--- config.mk ---
export PLATFORM = sky130hd
export DESIGN_NAME = eqf_divider_flat
export DESIGN_NICKNAME = d
export VERILOG_FILES = /design/src/design/eqf_pkg.sv /design/src/design/eqf_result_if.sv /design/src/design/eqf_divider.sv /design/src/flat_wrapper.sv
export SDC_FILE = /design/constraint.sdc
export NUM_CORES = 2
export LEC_CHECK = 0
export ABC_AREA = 0
export BUFFER_PORTS_ARGS = -buffer_cell sky130_fd_sc_hd__buf_2
export CORE_MARGIN = 2
export CORE_UTILIZATION = 44
export CTS_BUF_LIST = sky130_fd_sc_hd__clkbuf_4 sky130_fd_sc_hd__clkbuf_8 sky130_fd_sc_hd__clkbuf_16
export CTS_CLUSTER_SIZE = 8
export DETAILED_ROUTE_END_ITERATION = 7
export GPL_TIMING_DRIVEN = 1
export PLACE_DENSITY_LB_ADDON = 0.25
export SLEW_MARGIN = 20
export SYNTH_ARGS = -nofsm -noshare
export SYNTH_HDL_FRONTEND = slang
export SYNTH_SLANG_ARGS = --single-unit
--- constraint.sdc ---
create_clock -name clk -period 9.6 [get_ports clk]
set_clock_uncertainty 0.05 [all_clocks]
set_input_delay 0.48 -clock clk [delete_from_list [all_inputs] [get_ports clk]]
set_output_delay 0.48 -clock clk [all_outputs]
set_load 0.02 [all_outputs]
--- src/design/eqf_pkg.sv ---
// ----------------------------------------------------------------------------
// ECG QRS enhancement filter package
// Result field widths and the flow tag that passes between the pipeline
// sections.
// ----------------------------------------------------------------------------
package eqf_pkg;

  localparam int LowpassW    = 18;
  localparam int HighpassW   = 24;
  localparam int SlopeW      = 26;
  localparam int IntegratedW = 50;

  typedef struct packed {
    logic valid;
    logic start;
  } eqf_tag_t;

endpackage

--- src/design/eqf_result_if.sv ---
// ----------------------------------------------------------------------------
// ECG result channel
// Valid/ready channel carrying low-pass, high-pass, slope and mean per sample.
// ----------------------------------------------------------------------------
interface eqf_result_if ();
  logic                                valid;
  logic                                ready;
  logic signed [eqf_pkg::LowpassW-1:0]  lowpass_value;
  logic signed [eqf_pkg::HighpassW-1:0] highpass_value;
  logic signed [eqf_pkg::SlopeW-1:0]    slope_value;
  logic [eqf_pkg::IntegratedW-1:0]      integrated_value;

  modport source (output valid, lowpass_value, highpass_value, slope_value,
                  integrated_value, input ready);
  modport sink (input valid, lowpass_value, highpass_value, slope_value,
                integrated_value, output ready);
endinterface

--- src/design/eqf_divider.sv ---
// ----------------------------------------------------------------------------
// ECG QRS window divider
// Division of the window total by the window length as a multiplication by
// the rounded-up reciprocal, split into half-width partial products in the
// first stage and summed in the second, which is the result register.
// ----------------------------------------------------------------------------
module eqf_divider #(
  parameter int WINDOW_LENGTH = 30,
  parameter int SAMPLE_BITS   = 12
) (
  input  logic                           clk,
  input  logic                           rst,
  input  eqf_pkg::eqf_tag_t              up_tag,
  output logic                           up_ready,
  input  logic signed [SAMPLE_BITS+5:0]  up_lowpass,
  input  logic signed [SAMPLE_BITS+11:0] up_highpass,
  input  logic signed [SAMPLE_BITS+13:0] up_slope,
  input  logic [2*(SAMPLE_BITS+13)+$clog2(WINDOW_LENGTH)-1:0] up_total,
  eqf_result_if.source                   result
);

  localparam int LpW         = SAMPLE_BITS + 6;
  localparam int HpW         = SAMPLE_BITS + 12;
  localparam int SlW         = SAMPLE_BITS + 14;
  localparam int LenW        = $clog2(WINDOW_LENGTH);
  localparam int TotW        = 2 * (SAMPLE_BITS + 13) + LenW;
  localparam int Shift       = TotW + LenW;
  localparam int RecW        = TotW + 1;
  localparam int HalfW       = (RecW + 1) / 2;
  localparam int SplitW      = 2 * HalfW;
  localparam int ProdW       = 4 * HalfW;
  localparam int QuoW        = TotW - LenW + 1;
  localparam int LowpassW    = eqf_pkg::LowpassW;
  localparam int HighpassW   = eqf_pkg::HighpassW;
  localparam int SlopeW      = eqf_pkg::SlopeW;
  localparam int IntegratedW = eqf_pkg::IntegratedW;

  function automatic logic [SplitW-1:0] recip_calc();
    logic [ProdW-1:0] num;
    num = ProdW'(1) << Shift;
    return SplitW'((num + ProdW'(WINDOW_LENGTH - 1)) / ProdW'(WINDOW_LENGTH));
  endfunction

  localparam logic [SplitW-1:0] Recip   = recip_calc();
  localparam logic [HalfW-1:0]  RecipLo = Recip[HalfW-1:0];
  localparam logic [HalfW-1:0]  RecipHi = Recip[SplitW-1:HalfW];

  logic                  a_valid;
  logic [SplitW-1:0]     a_ll;
  logic [SplitW-1:0]     a_lh;
  logic [SplitW-1:0]     a_hl;
  logic [SplitW-1:0]     a_hh;
  logic signed [LpW-1:0] a_lp;
  logic signed [HpW-1:0] a_hp;
  logic signed [SlW-1:0] a_slope;
  logic                  b_valid;
  logic [QuoW-1:0]       b_quo;
  logic signed [LpW-1:0] b_lp;
  logic signed [HpW-1:0] b_hp;
  logic signed [SlW-1:0] b_slope;

  logic                  adv_a;
  logic                  adv_b;
  logic [SplitW-1:0]     tot_wide;
  logic [HalfW-1:0]      tot_lo;
  logic [HalfW-1:0]      tot_hi;
  logic [ProdW-1:0]      prod;

  assign adv_b    = !b_valid || result.ready;
  assign adv_a    = !a_valid || adv_b;
  assign up_ready = adv_a;

  assign tot_wide = SplitW'(up_total);
  assign tot_lo   = tot_wide[HalfW-1:0];
  assign tot_hi   = tot_wide[SplitW-1:HalfW];

  assign prod = ProdW'(a_ll) + (ProdW'(a_lh) << HalfW) + (ProdW'(a_hl) << HalfW)
              + (ProdW'(a_hh) << SplitW);

  always_ff @(posedge clk) begin
    if (rst) begin
      a_valid <= 1'b0;
      b_valid <= 1'b0;
    end else begin
      if (adv_a) begin
        a_valid <= up_tag.valid;
      end
      if (adv_b) begin
        b_valid <= a_valid;
      end
    end
  end

  always_ff @(posedge clk) begin
    if (adv_a && up_tag.valid) begin
      a_ll    <= tot_lo * RecipLo;
      a_lh    <= tot_lo * RecipHi;
      a_hl    <= tot_hi * RecipLo;
      a_hh    <= tot_hi * RecipHi;
      a_lp    <= up_lowpass;
      a_hp    <= up_highpass;
      a_slope <= up_slope;
    end
    if (adv_b && a_valid) begin
      b_quo   <= prod[Shift +: QuoW];
      b_lp    <= a_lp;
      b_hp    <= a_hp;
      b_slope <= a_slope;
    end
  end

  assign result.valid            = b_valid;
  assign result.lowpass_value    = LowpassW'(b_lp);
  assign result.highpass_value   = HighpassW'(b_hp);
  assign result.slope_value      = SlopeW'(b_slope);
  assign result.integrated_value = IntegratedW'(b_quo);

  a_result_hold : assert property (@(posedge clk) disable iff (rst)
    result.valid && !result.ready |=> result.valid && $stable(b_quo))
    else $error("waiting result changed before it was taken");

endmodule

--- src/flat_wrapper.sv ---
// flat-port wrapper written by rule: the top's interface ports become plain ports
module eqf_divider_flat 
#(
  parameter int WINDOW_LENGTH = 30,
  parameter int SAMPLE_BITS   = 12
)
  (clk, rst, up_tag, up_ready, up_lowpass, up_highpass, up_slope, up_total, result_valid, result_lowpass_value, result_highpass_value, result_slope_value, result_integrated_value, result_ready);
  eqf_result_if result_i ();
  input  logic clk;
  input  logic rst;
  input  eqf_pkg::eqf_tag_t up_tag;
  output logic up_ready;
  input  logic signed [SAMPLE_BITS+5:0] up_lowpass;
  input  logic signed [SAMPLE_BITS+11:0] up_highpass;
  input  logic signed [SAMPLE_BITS+13:0] up_slope;
  input  logic [2*(SAMPLE_BITS+13)+$clog2(WINDOW_LENGTH)-1:0] up_total;
  output wire logic [$bits(result_i.valid)-1:0] result_valid;
  output wire logic [$bits(result_i.lowpass_value)-1:0] result_lowpass_value;
  output wire logic [$bits(result_i.highpass_value)-1:0] result_highpass_value;
  output wire logic [$bits(result_i.slope_value)-1:0] result_slope_value;
  output wire logic [$bits(result_i.integrated_value)-1:0] result_integrated_value;
  input wire logic [$bits(result_i.ready)-1:0] result_ready;
  assign result_valid = result_i.valid;
  assign result_lowpass_value = result_i.lowpass_value;
  assign result_highpass_value = result_i.highpass_value;
  assign result_slope_value = result_i.slope_value;
  assign result_integrated_value = result_i.integrated_value;
  assign result_i.ready = result_ready;
  eqf_divider #(.WINDOW_LENGTH(WINDOW_LENGTH), .SAMPLE_BITS(SAMPLE_BITS)) u_core (.clk(clk), .rst(rst), .up_tag(up_tag), .up_ready(up_ready), .up_lowpass(up_lowpass), .up_highpass(up_highpass), .up_slope(up_slope), .up_total(up_total), .result(result_i));
endmodule
After elaboration in Yosys (flattened, before gate mapping). Cells that the tools add are included. Widths: inputs -> output; s select.

Bitwise operators: 0. Reductions and logical operators: 6. Add/sub/neg operators: 3. Magnitude comparators: 0. Multiplexer cells: 0. Shift-type cells: 0. Div/mod/pow operators: 0. Equal/unequal tests: 0. Multipliers: 4.

Operators with widths (count): $add 110x110->110 (1); $add 110x84->110 (1); $add 56x84->85 (1); $mul 28x28->56 const B (1); $mul 27x28->55 const B (1); $mul 28x25->53 const B (1); $mul 27x25->51 const B (1); $logic_and 1x1->1 (2); $logic_not 1->1 (2); $logic_or 1x1->1 (2).

Register bits after elaboration: 404. Memory bits (read-only): 0. Memories kept: 0. RAM bits: 0. Bits in latches: 0. Input port bits: 128.

Longest topological paths before layout.
Depth after elaboration: 4. Gate-level depth with buffers: 28. Gate-level depth less buffers: 25.

Least setup slack after synthesis. OpenSTA, ideal clock, no wires.

Path type: input -> register. From: input result_ready. To: register u_core.a_hh[10] (enable). Cell stages on the path: 3. Data arrival time: 6.502 ns. Slack: 2.403 ns. Cells stage by stage: nor2b_1 > nand2_1 > and2_1.

Cells in the longest elaborated chain, start to end: 3.

Ends and longest elaborated chain: start, declared (line flat_wrapper.sv:22) `input wire logic [$bits(result_i.ready)-1:0] result_ready;`; $logic_or 1x1->1 (line eqf_divider.sv:69) `assign adv_b = !b_valid || result.ready;`; $logic_or 1x1->1 (line eqf_divider.sv:70) `assign adv_a = !a_valid || adv_b;`; net up_ready (line flat_wrapper.sv:12) `output logic up_ready;`; $logic_and 1x1->1 (line eqf_divider.sv:95) `if (adv_a && up_tag.valid) begin`; end signal, assigned (line eqf_divider.sv:99) `a_hh <= tot_hi * RecipHi;`; end, declared (line eqf_divider.sv:52) `logic [SplitW-1:0] a_hh;`.

The timed path passes the listed nets, and every way through them passes these cells. A chain may end at the register's enable or synchronous reset.

Worst setup path in the final report.
From: register u_core.a_ll[0]. To: register u_core.b_quo[42], data pin.

Cells in the longest elaborated chain, start to end: 3.

Ends and longest elaborated chain: start, declared (line eqf_divider.sv:49) `logic [SplitW-1:0] a_ll;`; start signal, assigned (line eqf_divider.sv:96) `a_ll <= tot_lo * RecipLo;`; $add 56x84->85 (line eqf_divider.sv:77) `assign prod = ProdW'(a_ll) + (ProdW'(a_lh) << HalfW) + (ProdW'(a_hl) << HalfW)`; $add 110x84->110 (line eqf_divider.sv:77); $add 110x110->110 (line eqf_divider.sv:78) `+ (ProdW'(a_hh) << SplitW);`; net u_core.prod[102] (line eqf_divider.sv:67) `logic [ProdW-1:0] prod;`; end signal, assigned (line eqf_divider.sv:105) `b_quo <= prod[Shift +: QuoW];`; end, declared (line eqf_divider.sv:57) `logic [QuoW-1:0] b_quo;`.

The timed path passes the listed nets, and every way through them passes these cells.

==> out/qor.yml <==
postLayoutSetupSlackWorst_ns: 2.47
fin_cells: 5207
dpl_cell_area_um2: 42200
cp.required_ns: 9.86
synth_top_area_cell: "edfxtp_1"
avgSynthCellArea_um2: 10.8
setup-tns-final_ns: 0
worst_slew_pin_slew_ns: 0.892
synth_top_family_by_area: "adder cells"
hold_violations: 0
syn_nets: 4884
fill_cells: 8305
dp.cells: 5065
yosys.area.top_type_share: 0.280
rsz0062_at_grt: "no"
ant_nets: 0
wirelength_mm: 101
max_freq_mhz: 140
first_pass_iters: 5
numPortBuffers: 246
synth_ff_type: "edfxtp_1"
grt_first_pass_wirelength_mm: 159
ys_types: 86
yosys_warnings: 0
rows: 110
drv_slew: 0
num_vias: 27721
min_path_cells: 1
slew_headroom: 0.405
hpwl_mm: 84.4
worstPathCellList: "ha_1 > fa_1 > a21oi_1 > o21ai_1 > a221oi_2 > a21oi_1 > a31oi_1 > nor2_1 > a41oi_1 > o21ai_2 > nand3_1 > xnor2_1 > fa_1 > ha_1 > a21oi_1 > o21ai_1 > a221oi_1 > nand2_1 > o32ai_2 > a21oi_4 > a21o_1 > a41oi_4 > nor4b_1 > xor2_1"
grt_pass1_vias: 28341
synthMuxAreaShare: 0
cp_common_cell: "a21oi_1"
area_growth_pct: 12.0
ys_top_cells_by_count: "709 x ha_1, 670 x inv_1, 370 x edfxtp_1"
critPathArrivalTime_ns: 7.39
cts_buffer_depth: 3
vias_per_cell: 5.32
drive_gt1_frac: 0.0935
crit_fanout: 17
postCtsHoldBufs: 65
synth-edff-count: 370
layout.nets: 5202
synth-adder-area-share: 0.403
synth_seq_cells: 372
h-tree-depth: 2
dieHeight_um: 304
cts_root_buf: "clkbuf_16"
grt_overflow: 0
setup_viol: 0
synth_seq_area_share: 0.281
cts_tree: "done"
endpoint_kind: "register"
initial_core_util: 0.442
synth_area_leaders: "edfxtp_1 28%, ha_1 22%, fa_1 18%"
yosysMostFrequentCell: "ha_1"
slowest_stage: "a41oi_4"
path_class: "register to register"
min_period_ns: 7.13
numCtsBuffers: 54
antenna_found_initial: 8
ff2ff_path_depth: 24
dp_worst_setup_slack_ns: 2.36
yosys.area_share.xor_xnor: 0.0560
grt_max_degree: 157
finalInstanceArea_um2: 44500
post-cts-setup-buffers: 0
synthArstFlopShare: 0
status: "finished clean"
cap_viol_max_count: 0
max_stage_delay_ns: 0.60
min_path_type: "input port to register"
clk_pin_slew_ns: 0.05
syn_inst: 3692
fin_crit_sh: 0.742
clkLatencyLatePin_ns: 0.59
place_congestion: 0.926
grt_usage: 0.220
die_w_um: 304
synth_compound_area_frac: 0.121
drc: 0
core_area_um2: 89700
n_antenna_cell: 0
post_cts_resized: 0
cp-start-kind: "register"
io_pins: 248
drt-wirelength-per-cell_um: 19.3
netlist_area_um2: 39700
synthSimpleGateAreaFrac: 0.0703
drt_iter0_drc: 1913
die_area_um2: 92600
clock-sinks: 372
[critical path: cells and delay by family, from the launching register on]
kind            cells  cell delay [ns]
simple gates        4             0.57
compound gates     14             4.01
fa+ha+maj           4             1.52
xor+xnor            2             0.33
flops               1             0.36
[cell usage in the layout (no fill, tap or decap), types with 23 or more instances in the layout]
| master | instances |
|---|---|
| edfxtp_1 | 370 |
| clkbuf_16 | 55 |
| nor2b_1 | 27 |
| dlygate4sd3_1 | 65 |
| buf_2 | 246 |
| xnor2_1 | 161 |
| fa_1 | 355 |
| ha_1 | 709 |
| nand3_1 | 60 |
| o21bai_1 | 43 |
| nand2_1 | 154 |
| xor2_1 | 93 |
| nand4_1 | 58 |
| and3_1 | 28 |
| a21oi_1 | 229 |
| inv_1 | 670 |
| o21a_1 | 27 |
| o21ai_0 | 107 |
| nor2_1 | 124 |
| a21o_1 | 123 |
| a31oi_1 | 23 |
| nor3_1 | 32 |
[layer usage]
layer  part of all wire  GRT usage
met1               0.47      0.313
met2               0.44      0.346
met3              0.070     0.0466
met4              0.017     0.0426
met5            0.00019          0
[state kept, by name, indices dropped and copies added (netlist names), 18 cells and up]
name / cells
u_core.a_hh: 51
u_core.a_hl: 52
u_core.a_hp: 24
u_core.a_lh: 50
u_core.a_ll: 31
u_core.a_lp: 18
u_core.a_slope: 26
u_core.b_quo: 50
u_core.result.highpass_value: 24
u_core.result.lowpass_value: 18
u_core.result.slope_value: 26
[cells by family after synthesis]
group                      count (synthesis)
adders and majority gates               1064
buffers and inverters                    725
AOI/OAI and AO/OA                        714
and+or+nand+nor                          563
DFF                                      372
xor gates and xnor gates                 254
[path summary, 6_finish.rpt]
path	from	to	slack, ns
worst max-delay path	u_core.a_ll[0]	u_core.b_quo[42]	2.47
worst max register to register	u_core.a_ll[0]	u_core.b_quo[42]	2.47
worst min register to register	u_core.a_slope[2]	u_core.result.slope_value[2]	0.36
worst min-delay path	up_highpass[4]	u_core.a_hp[4]	0.05
[area by class of cell]
cell class                 instances  area (µm²)  area share
clock buffer                      71        1500      0.0336
clock inverter                     6        85.1     0.00191
inverter                         670        2510      0.0565
multi-input combinational       2595       25800       0.580
sequential                       372       11200       0.251
tap                             1176        1470      0.0331
timing repair buffer             317        1940      0.0436
[per-stage QoR]
stage                     hold slack [ns]   util
after floorplan                     0.350      -
after CTS                         0.00152  0.496
final                              0.0488  0.496
after global placement              0.351  0.471
after detailed placement            0.355  0.471
after global routing               0.0183  0.496
Power is not shown: default switching activity piles up to over one toggle a cycle in this logic, so the estimate is an artifact.
