[src/design/eqf_pkg.sv]
// ----------------------------------------------------------------------------
// ECG QRS enhancement filter package
// Result field widths and the flow tag that passes between the pipeline
// sections.
// ----------------------------------------------------------------------------
package eqf_pkg;

  localparam int LowpassW    = 18;
  localparam int HighpassW   = 24;
  localparam int SlopeW      = 26;
  localparam int IntegratedW = 50;

  typedef struct packed {
    logic valid;
    logic start;
  } eqf_tag_t;

endpackage

[src/design/eqf_ram.sv]
// ----------------------------------------------------------------------------
// Generic RAM
// One write port and one read port with a registered, enabled read.
// ----------------------------------------------------------------------------
module eqf_ram #(
  parameter int WIDTH = 8,
  parameter int DEPTH = 16
) (
  input  logic                                       clk,
  input  logic                                       wr_en,
  input  logic [((DEPTH > 1) ? $clog2(DEPTH) : 1)-1:0] wr_addr,
  input  logic [WIDTH-1:0]                           wr_data,
  input  logic                                       rd_en,
  input  logic [((DEPTH > 1) ? $clog2(DEPTH) : 1)-1:0] rd_addr,
  output logic [WIDTH-1:0]                           rd_data
);

  logic [WIDTH-1:0] mem [DEPTH];

  always_ff @(posedge clk) begin
    if (wr_en) begin
      mem[wr_addr] <= wr_data;
    end
    if (rd_en) begin
      rd_data <= mem[rd_addr];
    end
  end

endmodule

[src/design/eqf_window.sv]
// ----------------------------------------------------------------------------
// ECG QRS window section
// Squares the slope and keeps the running total of the last window of squares,
// with the squares held in a circular RAM and one valid bit per entry.
// ----------------------------------------------------------------------------
module eqf_window #(
  parameter int WINDOW_LENGTH = 30,
  parameter int SAMPLE_BITS   = 12
) (
  input  logic                           clk,
  input  logic                           rst,
  input  eqf_pkg::eqf_tag_t              up_tag,
  output logic                           up_ready,
  input  logic signed [SAMPLE_BITS+5:0]  up_lowpass,
  input  logic signed [SAMPLE_BITS+11:0] up_highpass,
  input  logic signed [SAMPLE_BITS+13:0] up_slope,
  output eqf_pkg::eqf_tag_t              down_tag,
  input  logic                           down_ready,
  output logic signed [SAMPLE_BITS+5:0]  down_lowpass,
  output logic signed [SAMPLE_BITS+11:0] down_highpass,
  output logic signed [SAMPLE_BITS+13:0] down_slope,
  output logic [2*(SAMPLE_BITS+13)+$clog2(WINDOW_LENGTH)-1:0] down_total
);

  localparam int LpW   = SAMPLE_BITS + 6;
  localparam int HpW   = SAMPLE_BITS + 12;
  localparam int SlW   = SAMPLE_BITS + 14;
  localparam int MagW  = SlW - 1;
  localparam int SqW   = 2 * MagW;
  localparam int TotW  = SqW + $clog2(WINDOW_LENGTH);
  localparam int AddrW = (WINDOW_LENGTH > 1) ? $clog2(WINDOW_LENGTH) : 1;

  logic                     s4_valid;
  logic                     s4_start;
  logic signed [LpW-1:0]    s4_lp;
  logic signed [HpW-1:0]    s4_hp;
  logic signed [SlW-1:0]    s4_slope;
  logic [SqW-1:0]           s4_sq;
  logic [AddrW-1:0]         s4_pos;
  logic                     s4_fwd;
  logic [SqW-1:0]           s4_fwd_sq;
  logic                     s5_valid;
  logic signed [LpW-1:0]    s5_lp;
  logic signed [HpW-1:0]    s5_hp;
  logic signed [SlW-1:0]    s5_slope;
  logic [TotW-1:0]          s5_total;

  logic [TotW-1:0]          window_total;
  logic [WINDOW_LENGTH-1:0] sq_valid;
  logic [AddrW-1:0]         wpos;

  logic                     adv4, adv5, take4, take5;
  logic signed [SlW-1:0]    abs_slope;
  logic [MagW-1:0]          mag_next;
  logic [SqW-1:0]           sq_next;
  logic [AddrW-1:0]         rd_addr;
  logic [SqW-1:0]           rd_data;
  logic [SqW-1:0]           old_sq;
  logic [TotW-1:0]          total_next;

  assign adv5     = !s5_valid || down_ready;
  assign adv4     = !s4_valid || adv5;
  assign take4    = adv4 && up_tag.valid;
  assign take5    = adv5 && s4_valid;
  assign up_ready = adv4;

  assign abs_slope = up_slope[SlW-1] ? -up_slope : up_slope;
  assign mag_next  = abs_slope[MagW-1:0];
  assign sq_next   = mag_next * mag_next;

  // A start of record rewinds the window to its first entry.
  assign rd_addr = up_tag.start ? '0 : wpos;

  eqf_ram #(
    .WIDTH (SqW),
    .DEPTH (WINDOW_LENGTH)
  ) u_ram (
    .clk     (clk),
    .wr_en   (take5),
    .wr_addr (s4_pos),
    .wr_data (s4_sq),
    .rd_en   (take4),
    .rd_addr (rd_addr),
    .rd_data (rd_data)
  );

  // The square leaving the window comes from the RAM, or from the request
  // ahead when that one wrote the same entry on the cycle of the read.
  assign old_sq = s4_start ? '0 :
                  s4_fwd ? s4_fwd_sq :
                  sq_valid[s4_pos] ? rd_data : '0;
  assign total_next = (s4_start ? '0 : window_total) - TotW'(old_sq) + TotW'(s4_sq);

  always_ff @(posedge clk) begin
    if (rst) begin
      s4_valid     <= 1'b0;
      s5_valid     <= 1'b0;
      window_total <= '0;
      sq_valid     <= '0;
      wpos         <= '0;
    end else begin
      if (adv4) begin
        s4_valid <= up_tag.valid;
      end
      if (adv5) begin
        s5_valid <= s4_valid;
      end
      if (take4) begin
        wpos <= (rd_addr == AddrW'(WINDOW_LENGTH - 1)) ? '0 : rd_addr + 1'b1;
      end
      if (take5) begin
        window_total <= total_next;
        for (int k = 0; k < WINDOW_LENGTH; k++) begin
          sq_valid[k] <= (s4_pos == AddrW'(k)) || (!s4_start && sq_valid[k]);
        end
      end
    end
  end

  always_ff @(posedge clk) begin
    if (take4) begin
      s4_start  <= up_tag.start;
      s4_lp     <= up_lowpass;
      s4_hp     <= up_highpass;
      s4_slope  <= up_slope;
      s4_sq     <= sq_next;
      s4_pos    <= rd_addr;
      s4_fwd    <= take5 && (s4_pos == rd_addr);
      s4_fwd_sq <= s4_sq;
    end
    if (take5) begin
      s5_lp    <= s4_lp;
      s5_hp    <= s4_hp;
      s5_slope <= s4_slope;
      s5_total <= total_next;
    end
  end

  assign down_tag.valid = s5_valid;
  assign down_tag.start = 1'b0;
  assign down_lowpass   = s5_lp;
  assign down_highpass  = s5_hp;
  assign down_slope     = s5_slope;
  assign down_total     = s5_total;

  a_start_total : assert property (@(posedge clk) disable iff (rst)
    take5 && s4_start |=> window_total == TotW'($past(s4_sq)))
    else $error("window total after start of record is not the first square");

  a_start_valid : assert property (@(posedge clk) disable iff (rst)
    take5 && s4_start |=> $onehot(sq_valid))
    else $error("window entries survived a start of record");

  a_wpos_range : assert property (@(posedge clk) disable iff (rst)
    wpos <= AddrW'(WINDOW_LENGTH - 1))
    else $error("window write position ran past the window");

endmodule

[config.mk]
export PLATFORM = sky130hd
export DESIGN_NAME = eqf_window
export DESIGN_NICKNAME = d
export VERILOG_FILES = /design/src/design/eqf_pkg.sv /design/src/design/eqf_ram.sv /design/src/design/eqf_window.sv
export SDC_FILE = /design/constraint.sdc
export NUM_CORES = 2
export LEC_CHECK = 0
export BUFFER_PORTS_ARGS = -buffer_cell sky130_fd_sc_hd__buf_2
export CAP_MARGIN = 20
export CORE_ASPECT_RATIO = 0.6
export CORE_UTILIZATION = 55
export CTS_BUF_LIST = sky130_fd_sc_hd__clkbuf_8
export DETAILED_ROUTE_END_ITERATION = 10
export GPL_ROUTABILITY_DRIVEN = 0
export MAX_ROUTING_LAYER = met4
export PLACE_DENSITY = 0.78
export SLEW_MARGIN = 25
export SYNTH_ARGS = -nofsm -noshare
export SYNTH_HDL_FRONTEND = slang
export SYNTH_SLANG_ARGS = --single-unit
[constraint.sdc]
create_clock -name clk -period 23.6 [get_ports clk]
set_clock_uncertainty 0.05 [all_clocks]
set_input_delay 2.36 -clock clk [delete_from_list [all_inputs] [get_ports clk]]
set_output_delay 2.36 -clock clk [all_outputs]
set_load 0.02 [all_outputs]
-- Word-level counts from Yosys, hierarchy flattened
Memory sizes are Yosys's and may differ from the RTL's. A register that Yosys moved wholly into a read port is not among the register bits.
Cells that the tools add are included.
- flip-flop bits (word level): 390
- memory bits (writable): 1500
- input port bits: 73
- output and inout bits: 126
- word-level logic and storage cells: 135
- memories: 1
- $add $sub $neg: 4
- multipliers: 1
- magnitude comparators: 1
- equal/unequal tests: 31
- multiplexer cells: 11
- reductions and logical operators: 69
- memory list (name ; words ; width ; read ports ; clocked after Yosys merged registers in ; wr ports ; RTL line ; RTL):
    u_ram.mem ; 30 ; 50 ; 1 ; 1 ; 1 ; eqf_ram.sv:18 ; logic [WIDTH-1:0] mem [DEPTH];
- operators by type and width (kind ; count):
    two-way mux 50 bit ; 3
    == test 5 bit (second input constant) ; 15
    adder 55 x 50 -> 55 bit ; 1
    two-way mux 55 bit ; 1
    subtractor 55 x 50 -> 55 bit ; 1
    multiplier 25 x 25 -> 50 bit ; 1
    == test 5 x 4 -> 1 bit (second input constant) ; 8
    logical AND 1 bit ; 33
    logical OR 1 bit ; 32
    two-way mux 25 bit ; 1
    negation 25 bit ; 1
    == test 5 x 3 -> 1 bit (second input constant) ; 4
    == test 5 x 2 -> 1 bit (second input constant) ; 2
    two-way mux 5 bit ; 2
    less-than comparator 5 x 6 -> 1 bit (second input constant) ; 1
    adder 5 x 1 -> 5 bit (second input constant) ; 1
    binary-select mux 1 bit (select 5 bit) ; 1
    == test 5 x 1 -> 1 bit (second input constant) ; 1
    == test 5 bit ; 1
    logical NOT 5 bit ; 1
    logical NOT 1 bit ; 3
    two-way mux 1 bit ; 3

-- Longest topological paths before layout
- depth after elaboration: 7
- mapped depth: 38
- gate-level depth less buffers: 34

-- By module
Synthesis repeated with hierarchy kept, for this count alone.
- cells, all modules: 6548
- area, all modules: 95466.6 sq um
- by module, submodules not included (module ; times used ; cells each ; area an instance (sq um) ; sequential area each (sq um)):
    eqf_ram ; 1 ; 2916 ; 59255.6 ; 46544.6
    eqf_window ; 1 ; 3632 ; 36211.0 ; 10700.3

-- Worst setup path after synthesis
OpenSTA, ideal clock, no wires.
- path type: input to register
- start point: in up_slope[0]
- end point: reg s4_sq[42] (data pin)
- setup time: 0.260 ns
- arrival time: 10.648 ns
- required time: 23.290 ns
- setup slack: 12.642 ns
- cell stages on the path: 32
- path buffers: 4
- cells stage by stage: clkbuf_1 -> inv_1 -> clkbuf_1 -> ha_1 -> nand2_1 -> or3_1 -> o31a_1 -> xor2_1 -> clkbuf_1 -> nand2_1 -> fa_1 -> inv_1 -> fa_1 -> fa_1 -> fa_1 -> inv_1 -> fa_1 -> inv_1 -> fa_1 -> inv_1 -> fa_1 -> inv_1 -> ha_1 -> clkbuf_1 -> and3_1 -> a221o_1 -> a31o_2 -> a41o_1 -> a41oi_2 -> o31ai_1 -> a21boi_0 -> xnor2_1
- word-level cells in the longest chain between the ends: 3
- RTL lines (what ; RTL line ; RTL):
    start, declared ; eqf_window.sv:16 ; input logic signed [SAMPLE_BITS+13:0] up_slope,
    negation 25 bit ; eqf_window.sv:67 ; assign abs_slope = up_slope[SlW-1] ? -up_slope : up_slope;
    two-way mux 25 bit * ; eqf_window.sv:67 ;
    multiplier 25 x 25 -> 50 bit * ; eqf_window.sv:69 ; assign sq_next = mag_next * mag_next;
    named net sq_next[42] ; eqf_window.sv:55 ; logic [SqW-1:0] sq_next;
    end signal, assigned ; eqf_window.sv:126 ; s4_sq <= sq_next;
    end, declared ; eqf_window.sv:38 ; logic [SqW-1:0] s4_sq;
Mark *: on every way through the listed nets, which the timed path passes. The rest lies on a longest branch.
A chain may end at the register's enable or synchronous reset.

-- Final worst setup path
- start point: in up_slope[0]
- end point: reg s4_sq[47] (data pin)
The elaborated chain is that of the path after synthesis.

==> key figures <==
Run status
  – Status: complete, no violations

CTS
  – CTS buffer count: approximately 270
  – Post-CTS resize count: 0
  – CTS Root Cell: clkbuf_8
  – CTS tree: yes
  – CTS H-tree lvls: 5
  – Post-CTS Hold Fix Bufs: 0
  – CTS sink cnt: between 1500 and 2000
  – Clk_lat worst skew: 0.91 ns
  – Clock tree buffer depth: 4
  – Post-CTS Setup Inserts: 0
  – Clock-pin slew on the worst setup and hold paths: roughly 0.060 ns

Flow run
  – Max Cap Violations: 0

Critical path
  – Data arrival, critical path: approximately 12 ns
  – CP endpoint kind: flip-flop
  – Critical path's largest stage delay: between 0.6 and 0.7 ns
  – Worst Setup SP: up_slope[0]
  – CP required: around 24 ns
  – Worst reg2reg path depth: 20
  – CP Capture Point: s4_sq[47]
  – Slowest cell on crit path: xor2_2
  – CP top delay family: adder cells
  – Startpoint types: input pin
  – CP Class: in2reg
  – FF-to-FF End: window_total[48]
  – Worst R2R Start: s4_pos[0]
  – Critical Path Fanout Max: 21
  – CP bufs+invs: 9
  – Reg2Reg Setup Slack: around 15 ns
  – WP depth: 34

Floorplanning
  – # rows: between 100 and 150
  – IO Count: about 200
  – Core ar.: 172600 um2
  – Die ar.: about 180000 um2
  – Die X: between 500 and 600 um
  – Die H: around 330 um
  – Initial Util: approximately 55%

Route
  – Routed vias: roughly 63000
  – Final routed DRC violation total: 0
  – Iteration count of the initial detailed-routing pass: 9
  – Via/cell ratio: approximately 6.4
  – Remaining antenna violation count after routing: 0
  – Routed wire length: around 270 mm
  – WL/cell: 26.81 um
  – Initial DRC count: ~10000

STA
  – Min cycle time layout: ~12 ns
  – Period utilisation layout: about half
  – Pins Over Slew Limit: 0
  – Final hold vios: 0
  – Max Freq: ~84 MHz
  – Worst slew pin tran: between 1 and 1.5 ns
  – Relative slew margins: about 22%
  – Setup TNS: 0 ns
  – Final setup viols: 0
  – Hold_ws: between 0.3 and 0.4 ns
  – RSZ-0062 raised after global routing: false

Synth
  – Synth unique cells: 90
  – Sequential cell area fraction in the yosys report: ~59%
  – Synth top area share: between 50% and 60%
  – Cell taking the most area after synthesis: edfxtp_1
  – Warnings, synthesis: 0
  – Post-Syn Nets: around 8000
  – Synth top area cells: edfxtp_1, fa_1, inv_1, ha_1, nand2_1
  – Mean Syn Cell Area: 13.29 um2
  – Post-synthesis cell count: 7199
  – Top_reg_cell synth: edfxtp_1
  – Post-Syn Area: roughly 96000 um2
  – Asr flop ratio synth: 0%
  – Seq cells post-synth: around 1900
  – Most common cell in the netlist: edfxtp_1
  – Commonest cells in the netlist: edfxtp_1, inv_1, nand2_1
  – Post-synth EDFFs: around 1800

Place
  – I/O Buffers: 197
  – Hpwl dp: around 160 mm
  – Post-Place Cell Area: around 99000 um2

Final layout
  – Non-Filler Cell Area, Final: ~100000 um2
  – # nets final: 8241
  – Layout cells sized above 1: between 10 and 15%
  – Area Overhead vs Synth: 9.256%

Global routing
  – Overall global routing resource usage: between 30% and 40%
  – Initial antenna violation count: 4
  – Pin count of the biggest net entering global routing: around 150
  – First-pass GRT wire length: 391.4 mm
  – Total congestion overflow: 0
  – Vias in the first global route: between 60000 and 70000

Min path
  – Hold Path Class: reg2reg
cell type report:
class / count / area [um2]
clock buffer: 283 / 3895
tap: 2280 / 2853
timing repair buffer: 348 / 2445
multi-input combinational: 4052 / 34980
clock inverter: 180 / 869.6
inverter: 836 / 3167
sequential: 1906 / 56330
antenna: 9 / 22.52
fill: 12604 / 68040
cell families (layout without fill, tap and decap cells):
kind of cell / Yosys count / count (layout) / share of synthesized area, %
AO/OA/AOI/OAI: 1267 / 1267 / 9.118
AND/OR/NAND/NOR: 1535 / 1535 / 7.201
other: 2 / 11 / 0.007847
multiplexers: 355 / 355 / 4.653
buffers and inverters: 1241 / 1647 / 4.915
XOR/XNOR: 137 / 137 / 1.328
adder cells (fa/ha/maj): 756 / 756 / 13.93
flip-flops: 1906 / 1906 / 58.84
flip-flops by register name, indices dropped and copies added (netlist names):
signal,cells
u_ram.mem,1470
down_total,55
window_total,55
s4_fwd_sq,49
u_ram.rd_data,49
s4_sq,48
sq_valid,30
down_slope,26
s4_slope,26
down_highpass,24
s4_hp,24
down_lowpass,18
s4_lp,18
s4_pos,5
wpos,5
s4_fwd,1
s4_start,1
s4_valid,1
s5_valid,1
layout by cell type (no fill, tap or decap), drive strengths merged, types with 13 or more instances in the layout:
cell type  instances
fa               516
nor2b            208
o211ai            14
a21oi            329
o221ai            54
buf              348
nand2b            73
mux2i            149
a211oi           159
nand2            790
ha               240
clkinv            80
nand3             30
o21ai            157
o21bai            13
o22ai             52
a311o             49
inv              926
clkbuf           283
nor2             300
nor3              31
a21o              51
dfxtp             92
o21a              18
a22oi             51
xnor2             86
edfxtp          1814
a311oi           150
nand4             34
xor2              51
a221oi            53
mux2             149
and3              21
a31oi             65
mux4              57
layer usage:
layer / track usage [%] / up-vias / share of wire (%)
met5: - / - / 0
met4: 8.677 / 0 / 3.2
met3: 10.98 / 676 / 16
met2: 41.79 / 4924 / 42
met1: 43.77 / 31198 / 39
li1: - / 26177 / -
worst min path at each step:
| stage | startpoint | end | slack (ns) | cells after the start |
|---|---|---|---|---|
| after detailed placement | s4_hp[13] | down_highpass[13] | 0.35 | 0 |
| after global routing | s4_hp[7] | down_highpass[7] | 0.35 | 0 |
| after global placement | s4_lp[16] | down_lowpass[16] | 0.35 | 0 |
| final | s4_hp[7] | down_highpass[7] | 0.35 | 0 |
| after floorplan | s4_hp[0] | down_highpass[0] | 0.35 | 0 |
| after CTS | s4_hp[7] | down_highpass[7] | 0.34 | 0 |
per-stage QoR:
step	util, %	setup slack [ns]	instances
4_1_cts	60.38	11.92	9864
3_3_place_gp	57.55	11.34	9396
6_report	60.58	11.73	9894
3_5_place_dp	57.62	11.08	9401
5_1_grt	60.58	11.44	9894
2_1_floorplan	-	12.64	7199
worst reg2reg max path, delay by kind of cell, from the launching register on:
| family | cells | cell delay, ns |
|---|---|---|
| buffers and inverters | 2 | 0.38 |
| adder cells (fa/ha/maj) | 2 | 1.02 |
| AO/OA/AOI/OAI | 7 | 2.65 |
| XOR/XNOR | 1 | 0.30 |
| multiplexers | 2 | 1.15 |
| AND/OR/NAND/NOR | 6 | 1.62 |
| flip-flops | 1 | 1.02 |
Power is left out: the tool's default activity adds up to more than one toggle a clock period on the data nets, which glitch-free logic cannot reach.
