[src/design/eqf_pkg.sv]
// ----------------------------------------------------------------------------
// ECG QRS enhancement filter package
// Result field widths and the flow tag that passes between the pipeline
// sections.
// ----------------------------------------------------------------------------
package eqf_pkg;

  localparam int LowpassW    = 18;
  localparam int HighpassW   = 24;
  localparam int SlopeW      = 26;
  localparam int IntegratedW = 50;

  typedef struct packed {
    logic valid;
    logic start;
  } eqf_tag_t;

endpackage

[src/design/eqf_sample_if.sv]
// ----------------------------------------------------------------------------
// ECG sample channel
// Valid/ready channel that carries one converter sample per request.
// ----------------------------------------------------------------------------
interface eqf_sample_if #(
  parameter int SAMPLE_BITS = 12
) ();
  logic                          valid;
  logic                          ready;
  logic signed [SAMPLE_BITS-1:0] ecg_sample;
  logic                          start_of_record;

  modport source (output valid, ecg_sample, start_of_record, input ready);
  modport sink (input valid, ecg_sample, start_of_record, output ready);
endinterface

[src/design/eqf_filter.sv]
// ----------------------------------------------------------------------------
// ECG QRS filter section
// Input register, recursive low-pass, recursive high-pass and five-point
// derivative, one pipeline stage each, with the history of every stage.
// ----------------------------------------------------------------------------
module eqf_filter #(
  parameter int SAMPLE_BITS = 12
) (
  input  logic                           clk,
  input  logic                           rst,
  eqf_sample_if.sink                     sample,
  output eqf_pkg::eqf_tag_t              down_tag,
  input  logic                           down_ready,
  output logic signed [SAMPLE_BITS+5:0]  lowpass,
  output logic signed [SAMPLE_BITS+11:0] highpass,
  output logic signed [SAMPLE_BITS+13:0] slope
);

  localparam int LpW = SAMPLE_BITS + 6;
  localparam int HpW = SAMPLE_BITS + 12;
  localparam int SlW = SAMPLE_BITS + 14;

  logic                          s0_valid;
  logic                          s0_start;
  logic signed [SAMPLE_BITS-1:0] s0_x;
  logic                          s1_valid;
  logic                          s1_start;
  logic signed [LpW-1:0]         s1_lp;
  logic                          s2_valid;
  logic                          s2_start;
  logic signed [LpW-1:0]         s2_lp;
  logic signed [HpW-1:0]         s2_hp;
  logic                          s3_valid;
  logic                          s3_start;
  logic signed [LpW-1:0]         s3_lp;
  logic signed [HpW-1:0]         s3_hp;
  logic signed [SlW-1:0]         s3_slope;

  logic signed [SAMPLE_BITS-1:0] raw_hist [12];
  logic signed [LpW-1:0]         lp_prev [2];
  logic signed [LpW-1:0]         lp_hist [32];
  logic signed [HpW-1:0]         hp_prev;
  logic signed [HpW-1:0]         hp_hist [4];

  logic adv0, adv1, adv2, adv3;
  logic take1, take2, take3;

  logic signed [LpW-1:0] lp_p0, lp_p1, lp_r5, lp_r11, lp_next;
  logic signed [HpW-1:0] hp_p, hp_l15, hp_l16, hp_l31, hp_next;
  logic signed [SlW-1:0] sl_g0, sl_g2, sl_g3, slope_next;

  assign adv3  = !s3_valid || down_ready;
  assign adv2  = !s2_valid || adv3;
  assign adv1  = !s1_valid || adv2;
  assign adv0  = !s0_valid || adv1;
  assign take1 = adv1 && s0_valid;
  assign take2 = adv2 && s1_valid;
  assign take3 = adv3 && s2_valid;

  assign sample.ready = adv0;

  // A start of record sees every history term as zero.
  assign lp_p0   = s0_start ? '0 : lp_prev[0];
  assign lp_p1   = s0_start ? '0 : lp_prev[1];
  assign lp_r5   = s0_start ? '0 : LpW'(raw_hist[5]);
  assign lp_r11  = s0_start ? '0 : LpW'(raw_hist[11]);
  assign lp_next = (lp_p0 <<< 1) - lp_p1 + LpW'(s0_x) - (lp_r5 <<< 1) + lp_r11;

  assign hp_p    = s1_start ? '0 : hp_prev;
  assign hp_l15  = s1_start ? '0 : HpW'(lp_hist[15]);
  assign hp_l16  = s1_start ? '0 : HpW'(lp_hist[16]);
  assign hp_l31  = s1_start ? '0 : HpW'(lp_hist[31]);
  assign hp_next = hp_p - HpW'(s1_lp) + (hp_l15 <<< 5) - (hp_l16 <<< 5) + hp_l31;

  assign sl_g0      = s2_start ? '0 : SlW'(hp_hist[0]);
  assign sl_g2      = s2_start ? '0 : SlW'(hp_hist[2]);
  assign sl_g3      = s2_start ? '0 : SlW'(hp_hist[3]);
  assign slope_next = (SlW'(s2_hp) <<< 1) + sl_g0 - sl_g2 - (sl_g3 <<< 1);

  always_ff @(posedge clk) begin
    if (rst) begin
      s0_valid <= 1'b0;
      s1_valid <= 1'b0;
      s2_valid <= 1'b0;
      s3_valid <= 1'b0;
      for (int k = 0; k < 12; k++) begin
        raw_hist[k] <= '0;
      end
      lp_prev[0] <= '0;
      lp_prev[1] <= '0;
      for (int k = 0; k < 32; k++) begin
        lp_hist[k] <= '0;
      end
      hp_prev <= '0;
      for (int k = 0; k < 4; k++) begin
        hp_hist[k] <= '0;
      end
    end else begin
      if (adv0) begin
        s0_valid <= sample.valid;
      end
      if (adv1) begin
        s1_valid <= s0_valid;
      end
      if (adv2) begin
        s2_valid <= s1_valid;
      end
      if (adv3) begin
        s3_valid <= s2_valid;
      end
      if (take1) begin
        raw_hist[0] <= s0_x;
        for (int k = 1; k < 12; k++) begin
          raw_hist[k] <= s0_start ? '0 : raw_hist[k-1];
        end
        lp_prev[0] <= lp_next;
        lp_prev[1] <= lp_p0;
      end
      if (take2) begin
        lp_hist[0] <= s1_lp;
        for (int k = 1; k < 32; k++) begin
          lp_hist[k] <= s1_start ? '0 : lp_hist[k-1];
        end
        hp_prev <= hp_next;
      end
      if (take3) begin
        hp_hist[0] <= s2_hp;
        for (int k = 1; k < 4; k++) begin
          hp_hist[k] <= s2_start ? '0 : hp_hist[k-1];
        end
      end
    end
  end

  always_ff @(posedge clk) begin
    if (adv0 && sample.valid) begin
      s0_x     <= sample.ecg_sample;
      s0_start <= sample.start_of_record;
    end
    if (take1) begin
      s1_lp    <= lp_next;
      s1_start <= s0_start;
    end
    if (take2) begin
      s2_lp    <= s1_lp;
      s2_hp    <= hp_next;
      s2_start <= s1_start;
    end
    if (take3) begin
      s3_lp    <= s2_lp;
      s3_hp    <= s2_hp;
      s3_slope <= slope_next;
      s3_start <= s2_start;
    end
  end

  assign down_tag.valid = s3_valid;
  assign down_tag.start = s3_start;
  assign lowpass        = s3_lp;
  assign highpass       = s3_hp;
  assign slope          = s3_slope;

  // With history cleared the low-pass output is the sample itself.
  a_start_lowpass : assert property (@(posedge clk) disable iff (rst)
    take1 && s0_start |=> s1_lp == LpW'($past(s0_x)))
    else $error("low-pass output after start of record differs from the sample");

endmodule

[src/flat_wrapper.sv]
// flat-port wrapper written by rule: the top's interface ports become plain ports
module eqf_filter_flat 
#(
  parameter int SAMPLE_BITS = 12
)
  (clk, rst, down_tag, down_ready, lowpass, highpass, slope, sample_valid, sample_ecg_sample, sample_start_of_record, sample_ready);
  eqf_sample_if #(.SAMPLE_BITS(SAMPLE_BITS)) sample_i ();
  input  logic clk;
  input  logic rst;
  output eqf_pkg::eqf_tag_t down_tag;
  input  logic down_ready;
  output logic signed [SAMPLE_BITS+5:0] lowpass;
  output logic signed [SAMPLE_BITS+11:0] highpass;
  output logic signed [SAMPLE_BITS+13:0] slope;
  input wire logic [$bits(sample_i.valid)-1:0] sample_valid;
  input wire logic [$bits(sample_i.ecg_sample)-1:0] sample_ecg_sample;
  input wire logic [$bits(sample_i.start_of_record)-1:0] sample_start_of_record;
  output wire logic [$bits(sample_i.ready)-1:0] sample_ready;
  assign sample_i.valid = sample_valid;
  assign sample_i.ecg_sample = sample_ecg_sample;
  assign sample_i.start_of_record = sample_start_of_record;
  assign sample_ready = sample_i.ready;
  eqf_filter #(.SAMPLE_BITS(SAMPLE_BITS)) u_core (.clk(clk), .rst(rst), .sample(sample_i), .down_tag(down_tag), .down_ready(down_ready), .lowpass(lowpass), .highpass(highpass), .slope(slope));
endmodule
[config.mk]
export PLATFORM = sky130hd
export DESIGN_NAME = eqf_filter_flat
export DESIGN_NICKNAME = d
export VERILOG_FILES = /design/src/design/eqf_pkg.sv /design/src/design/eqf_sample_if.sv /design/src/design/eqf_filter.sv /design/src/flat_wrapper.sv
export SDC_FILE = /design/constraint.sdc
export NUM_CORES = 1
export LEC_CHECK = 0
export BUFFER_PORTS_ARGS = -buffer_cell sky130_fd_sc_hd__buf_2
export CAP_MARGIN = 25
export CORE_MARGIN = 5
export CORE_UTILIZATION = 55
export CTS_BUF_LIST = sky130_fd_sc_hd__clkbuf_8
export DETAILED_ROUTE_END_ITERATION = 16
export PLACE_DENSITY = 0.74
export SETUP_SLACK_MARGIN = 0.5
export SLEW_MARGIN = 20
export SYNTH_ARGS = -nofsm -noshare
export SYNTH_HDL_FRONTEND = slang
export SYNTH_SLANG_ARGS = --single-unit
[constraint.sdc]
create_clock -name clk -period 51.5 [get_ports clk]
set_clock_uncertainty 0.15 [all_clocks]
set_input_delay 12.875 -clock clk [delete_from_list [all_inputs] [get_ports clk]]
set_output_delay 12.875 -clock clk [all_outputs]
set_load 0.03 [all_outputs]
# Word level (Yosys, flattened, before mapping)
# Memory sizes are Yosys's and may differ from the RTL's.
# Cells that the tools add are included.
# W data, S select, Z words.
dict set report op_classes {
  reduce_logical 12
  n_addsub 11
  muxes 117
  bitwise_logic 50
}
# cell count
set op_table {}
lappend op_table {{$mux W18} 68}
lappend op_table {{$mux W12} 23}
lappend op_table {{$mux W24} 9}
lappend op_table {{$mux W26} 2}
lappend op_table {{$sub A26 B26 Y26} 2}
lappend op_table {{$or A1 B1 Y1} 50}
lappend op_table {{$add A24 B24 Y24} 2}
lappend op_table {{$mux W19} 2}
lappend op_table {{$sub A18 B18 Y18} 2}
lappend op_table {{$add A25 B26 Y26} 1}
lappend op_table {{$mux W25} 1}
lappend op_table {{$sub A24 B18 Y24} 1}
lappend op_table {{$sub A24 B24 Y24} 1}
lappend op_table {{$add A18 B12 Y18} 1}
lappend op_table {{$add A18 B18 Y18} 1}
lappend op_table {{$mux W17} 1}
lappend op_table {{$mux W1} 11}
lappend op_table {{$logic_and A1 B1 Y1} 4}
lappend op_table {{$logic_not A1 Y1} 4}
lappend op_table {{$logic_or A1 B1 Y1} 4}
dict set report word_totals {
  out_inout_bits 71
  mem_count 4
  ramBits 852
  wordCells 210
  ff_bits 172
}
# name words word_bits rd rd_clocked_by_memory_dff write_ports line
set mem_list {}
lappend mem_list {u_core.lp_hist 32 18 32 0 32 eqf_filter.sv:41} ;# logic signed [LpW-1:0] lp_hist [32];
lappend mem_list {u_core.raw_hist 12 12 12 0 12 eqf_filter.sv:39} ;# logic signed [SAMPLE_BITS-1:0] raw_hist [12];
lappend mem_list {u_core.hp_hist 4 24 4 0 4 eqf_filter.sv:43} ;# logic signed [HpW-1:0] hp_hist [4];
lappend mem_list {u_core.lp_prev 2 18 2 0 2 eqf_filter.sv:40} ;# logic signed [LpW-1:0] lp_prev [2];

# Longest topological paths before layout
# Gate-level depths: netlist of run 1.
dict set report logic_depth {
  word_depth 9
  depth_mapped 18
  depth_no_buf 16
}

# Worst setup path after synthesis of run 1
# OpenSTA, ideal clock, no wires.
dict set report synth_timing {
  path_type {input to output}
  startpoint {input down_ready}
  endpoint {output sample_ready}
  t_required_ns 38.475
  slack_ns 24.975
  path_stages 2
  arrival_time_ns 13.500
  path_buffers 0
  cell_sequence {nor2b_1 -> nand4_1}
}
dict set report synth_via {
  elab_chain_cells 4
}
# element line
set synth_rtl {}
lappend synth_rtl {{start, declared} flat_wrapper.sv:11} ;# input logic down_ready;
lappend synth_rtl {{$logic_or A1 B1 Y1} eqf_filter.sv:52} ;# assign adv3 = !s3_valid || down_ready;
lappend synth_rtl {{$logic_or A1 B1 Y1} eqf_filter.sv:53} ;# assign adv2 = !s2_valid || adv3;
lappend synth_rtl {{$logic_or A1 B1 Y1} eqf_filter.sv:54} ;# assign adv1 = !s1_valid || adv2;
lappend synth_rtl {{$logic_or A1 B1 Y1} eqf_filter.sv:55} ;# assign adv0 = !s0_valid || adv1;
lappend synth_rtl {{end, declared} flat_wrapper.sv:18} ;# output wire logic [$bits(sample_i.ready)-1:0] sample_ready;
# Every way passes these cells.

# Worst setup path after layout of run 1
# Same ends and word-level chain as after synthesis.

==> results.toml, run 1 <==
[outcome]
status = "complete, no violations"

[sta]
grt_setup_unrepaired = "no"
fin_crit_ns = 26.77
finalSetupViolCount = 0
slew_viol_final = 0
max_freq_mhz = 37.4
tightest_slew_ns = 1.17
max_slew_margin_pct = 22.2
period_share_pct = 52.0
fin_ws_ns = 24.73
hold_viol = 0
tns_ns = 0
whs_ns = 0.264

[place]
place_area_um2 = 46700
dp_hpwl_um = 45200
gp_congestion = 0.855
dp_slack_ns = 24.71
port_buffers = 87

[global_routing]
use_met1_pct = 25.1
grt_first_pass_wirelength_um = 124000
grt_use_met2_pct = 25.8
grt_pass1_vias = 23900
grt-ovfl-total = 0
grt.met3_usage_pct = 3.30
grt_antenna_before_repair = 2
grt_max_degree = 365
grt_use_total_pct = 17.2
globalRoute.busiestLayer = "met2"

[floorplan]
num_rows = 105
fp.dieW_um = 297
die_y_um = 297
coreArea_um2 = 81800
boundaryPins = 88
dieArea_um2 = 88200
start_util_pct = 55.3

[setup_path]
max_stage_delay_ns = 0.33
r2r_slack_ns = 45.50
crit_required_ns = 38.48
path_buf_inv = 2
critPathSlowestCell = "nor2b_1"
path_class = "in -> out"
cp-end-kind = "primary output"
rr_worst_depth = 11
crit_family = "simple AND/OR/NAND/NOR gates"
cp_cell_sequence = "buf_2, nor2b_1, nand4_1, buf_2"
timing.rr.start = "u_core.s3_valid"
crit_path_frequent_cell = "buf_2"
cp_max_fo = 6
r2r-end = "u_core.lp_hist[0][252]"
crit_arrival_ns = 13.75
cp-start-kind = "primary input"

[cts]
cts_root_buf = "clkbuf_8"
cts_tree = "yes"
ctsResizeCount = 0
post_cts_buffers = 0
clk_latency_ns = 0.78
cts_made_buffers = 161
cts.htree.levels = 4
path_clk_slew_ns = 0.06
clock-sinks = 1024
cts_hold_buf = 0
ctsLongestPathBuffers = 3

[run]
cap_violations = 0

[route]
drt-initial-drc-count = 1908
drc = 0
ant_nets = 0
vias = 23700
wl_per_cell_um = 17.2
first_pass_iters = 7
viasPerCell = 5.30
routed_wl_um = 77000

[hold_path]
holdPathStages = 0
hp-class = "reg -> reg"
hold_end = "u_core.lowpass[10]"
min_from = "u_core.s2_lp[10]"

[synth]
synth_top_cell_area_share_pct = 66.0
synth_edf_count = 996
synthCells = 3155
synth_ff_type = "edfxtp_1"
ys_seq_area_share_pct = 67.3
synth_area_leaders = "edfxtp_1 (66%), and2_1 (7.2%), fa_1 (6.9%)"
synth.most_common_cell = "edfxtp_1"
syn_nets = 3403
yosysTopAreaCell = "edfxtp_1"
ys_ff_latch = 1024
ys_types = 62
netlist_area_um2 = 45300
yosysWarnings = 0
synth-async-reset-ratio_pct = 0
synth_common_cells = "edfxtp_1 (996), and2_1 (524), and3_1 (311)"
avgSynthCellArea_um2 = 14.4

[finish]
fin_area_um2 = 49900
fillers = 6019
nets = 3523
layout-drive-gt1-share_pct = 9.79
syn2layout_area_growth_pct = 10.1

[power]
internal-power_w = 0.00163
power_frac_comb_pct = 29.0
cellPowerDensity_nw_per_um2 = 48.4
swShare_pct = 32.6
pwr-share-seq_pct = 44.4
p_switching_w = 0.000786
totalPowerFinal_w = 0.00241
peakVddDrop_mv = 0.0340
leakagePower_nw = 20.6
clkPwrFrac_pct = 26.5
## logic make-up (layout without fill, tap and decap cells)
kind of cell             Yosys count  after routing  share of synthesized area (%)
AND/OR/NAND/NOR                 1240           1240                           16.4
flip-flops                      1024           1024                           67.3
buffers and inverters            403            648                           3.36
adder cells (fa/ha/maj)          231            231                           8.95
AO/OA/AOI/OAI                    188            188                           2.68
XOR/XNOR                          65             65                           1.26
multiplexers                       4              4                         0.0884
other                              0              1                              0
## power groups by stage
stage	registers, W	logic (W)	clock network, W
2_1_floorplan	0.00108	0.000520	0
6_report	0.00107	0.000700	0.000640
4_1_cts	0.00107	0.000695	0.000658
3_5_place_dp	0.00109	0.000688	0
3_3_place_gp	0.00109	0.000664	0
5_1_grt	0.00108	0.000782	0.000700
## worst max-delay path by stage
stage	startpoint	slack (ns)	endpoint	cells after the start
6_report	down_ready	24.73	sample_ready	4
5_1_grt	down_ready	24.60	sample_ready	4
4_1_cts	down_ready	24.70	sample_ready	4
3_5_place_dp	down_ready	24.71	sample_ready	4
3_3_place_gp	down_ready	24.83	sample_ready	4
2_1_floorplan	down_ready	24.98	sample_ready	2
## per-stage QoR
step	std cells	utilization [%]
2_1_floorplan	3155	-
3_3_place_gp	4172	57.0
3_5_place_dp	4174	57.1
4_1_cts	4462	60.7
5_1_grt	4471	60.9
6_report	4471	60.9
## per-layer routing
layer | wire length, um | part of all wire (%)
met5 | 0 | 0
met4 | 2260 | 2.9
met3 | 3730 | 4.8
met2 | 34800 | 45
met1 | 36200 | 47
## registers in the layout (all words and copies together) (netlist names)
name	cells
u_core.lp_hist	576
u_core.raw_hist	144
u_core.hp_hist	96
u_core.lp_prev	36
u_core.slope	26
u_core.highpass	24
u_core.hp_prev	24
u_core.s2_hp	24
u_core.lowpass	18
u_core.s1_lp	18
u_core.s2_lp	18
u_core.s0_x	12
u_core.s0_start	1
u_core.s0_valid	1
u_core.s1_start	1
u_core.s1_valid	1
u_core.s2_start	1
u_core.s2_valid	1
u_core.s3_start	1
u_core.s3_valid	1
## placed cells by master, fill, tap and decap left out, drive strengths merged, types with 9 or more instances in the layout
cell type  count
edfxtp       996
and2         524
and3         311
inv          294
clkbuf       169
fa           155
nor2b        118
buf          117
nand2b       105
ha            76
nand2         74
a21oi         68
clkinv        57
nor2          52
xnor2         41
nor3          30
dfxtp         28
o21ai         27
xor2          24
a21o          17
a31oi         12
o21a           9
## area by class of cell
class	count	area (um2)	area share, %
Antenna cell	1	2.50	0.00502
Clock buffer	169	2330	4.66
Clock inverter	119	659	1.32
Inverter	243	928	1.86
Multi-Input combinational cell	1728	13300	26.7
Sequential cell	1024	30500	61.1
Tap cell	1070	1340	2.68
Timing Repair Buffer	117	817	1.64
(Power assumes the default switching activity.)
==> inputs of run 2 (changes only) <==
clock period = 25.5 ns   (was 51.5 ns; I/O delays follow)
==> run 2 against run 1 <==
Effect of this change:
- via count down 0.43%
- worst hold slack about the same
- non-clock buffer count shrank 1
- register-to-register slack got worse by 25 ns
- routed wire length rose by 0.78%
- cell count decreased by 0.13%
- critical path depth did not move
==> results.toml, run 2 (synthesis gave the netlist of run 1 again) <==
[floorplan]
fp.dieW_um = 297
num_rows = 105
boundaryPins = 88
start_util_pct = 55.3
coreArea_um2 = 81800
dieArea_um2 = 88200
die_y_um = 297

[route]
viasPerCell = 5.29
drt-initial-drc-count = 1756
ant_nets = 0
first_pass_iters = 5
vias = 23600
routed_wl_um = 77600
wl_per_cell_um = 17.4
drc = 0

[place]
gp_congestion = 0.847
post-place-cells = 4176
dp_hpwl_um = 46400
place_area_um2 = 46700
port_buffers = 87

[power]
cellPowerDensity_nw_per_um2 = 98.1
leakagePower_nw = 20.6
peakVddDrop_mv = 0.0636

[finish]
nets = 3522
largest_register_ffs = 576
top_register = "u_core.lp_hist"
layout-drive-gt1-share_pct = 10.1
fin_cells = 4465
syn2layout_area_growth_pct = 10.1
layout_commonest_cell = "edfxtp_1"
fin_area_um2 = 49900
largestRegisters = "u_core.lp_hist (576), u_core.raw_hist (144), u_core.hp_hist (96)"
mostFrequentLayoutCells = "edfxtp_1 (996), and2_1 (523), and3_1 (311)"

[setup_path]
max_stage_delay_ns = 0.30
crit_arrival_ns = 7.21
cp_max_fo = 6
crit_start = "down_ready"
cp_cell_sequence = "buf_2, nor2b_1, nand4_1, buf_2"
path_buf_inv = 2
crit_path_frequent_cell = "buf_2"
critPathSlowestCell = "nor2b_1"
crit_required_ns = 18.98
cp-start-kind = "primary input"
path_class = "in -> out"
timing.rr.start = "u_core.s0_start"
crit_family = "simple AND/OR/NAND/NOR gates"
cp-end-kind = "primary output"

[sta]
finalSetupViolCount = 0
slew_viol_final = 0
fin_crit_ns = 13.73
period_share_pct = 53.9
grt_setup_unrepaired = "no"
hold_viol = 0
max_freq_mhz = 72.8
max_slew_margin_pct = 19.7
tns_ns = 0
tightest_slew_ns = 1.21

[cts]
cts_made_buffers = 161
post_cts_buffers = 0
path_clk_slew_ns = 0.06
cts_hold_buf = 0
clock-sinks = 1024
ctsResizeCount = 0
cts.htree.levels = 4
ctsLongestPathBuffers = 3
cts_tree = "yes"
clk_latency_ns = 0.81
cts_root_buf = "clkbuf_8"

[global_routing]
grt-ovfl-total = 0
grt_pass1_vias = 24200
grt_use_total_pct = 17.5
grt_first_pass_wirelength_um = 126000
grt_max_degree = 209
grt_antenna_before_repair = 3

[outcome]
status = "complete, no violations"

[hold_path]
hp-class = "reg -> reg"
min_from = "u_core.s2_lp[3]"

[run]
cap_violations = 0
-- run 2: cell count changes in the layout (fill, tap and decap cells not counted), sizes merged --
cell	delta
buf	-1
clkinvlp	+1
clkinv	-9
bufinv	+1
inv	+1
clkbuf	+1
-- run 2: layer usage --
| metal | share of wire [%] | GRT usage (%) | wire length [um] |
|---|---|---|---|
| met5 | 0 | 0 | 0 |
| met2 | 46 | 26.8 | 36000 |
| met1 | 46 | 25.3 | 35700 |
| met4 | 2.4 | 6.26 | 1880 |
| met3 | 5.3 | 3.67 | 4080 |
-- run 2: layout make-up --
type                       count  area [um2]
clock buffer                 170        2340
antenna                        1        2.50
clock inverter               113         663
fill                        5993       32000
sequential                  1024       30500
tap                         1070        1340
multi-input combinational   1728       13300
timing repair buffer         116         778
inverter                     243         928
-- run 2: through the flow --
| step | setup WS (ns) | hold WS, ns | power (W) | util [%] |
|---|---|---|---|---|
| 3_5_place_dp | 11.78 | 0.255 | 0.00359 | 57.1 |
| 6_report | 11.77 | 0.264 | 0.00489 | 60.9 |
| 4_1_cts | 11.78 | 0.265 | 0.00492 | 60.8 |
| 5_1_grt | 11.69 | 0.286 | 0.00519 | 60.9 |
| 3_3_place_gp | 11.82 | 0.256 | 0.00354 | 57.0 |
| 2_1_floorplan | 6.38 | 0.250 | 0.00323 | - |
-- run 2: final timing paths --
| path | endpoint | slack (ns) | depth (start not counted) |
|---|---|---|---|
| max reg2reg | u_core.s1_lp[17] | 20.38 | 16 |
| min reg2reg | u_core.lowpass[3] | 0.26 | 0 |
| min | u_core.lowpass[3] | 0.26 | 0 |
| max | sample_ready | 11.77 | 4 |
-- run 2: power by group --
| part | switching (W) | internal [W] | total (W) |
|---|---|---|---|
| sequential | 0.0000970 | 0.00207 | 0.00217 |
| combinational | 0.000871 | 0.000548 | 0.00142 |
| clock | 0.000626 | 0.000677 | 0.00130 |
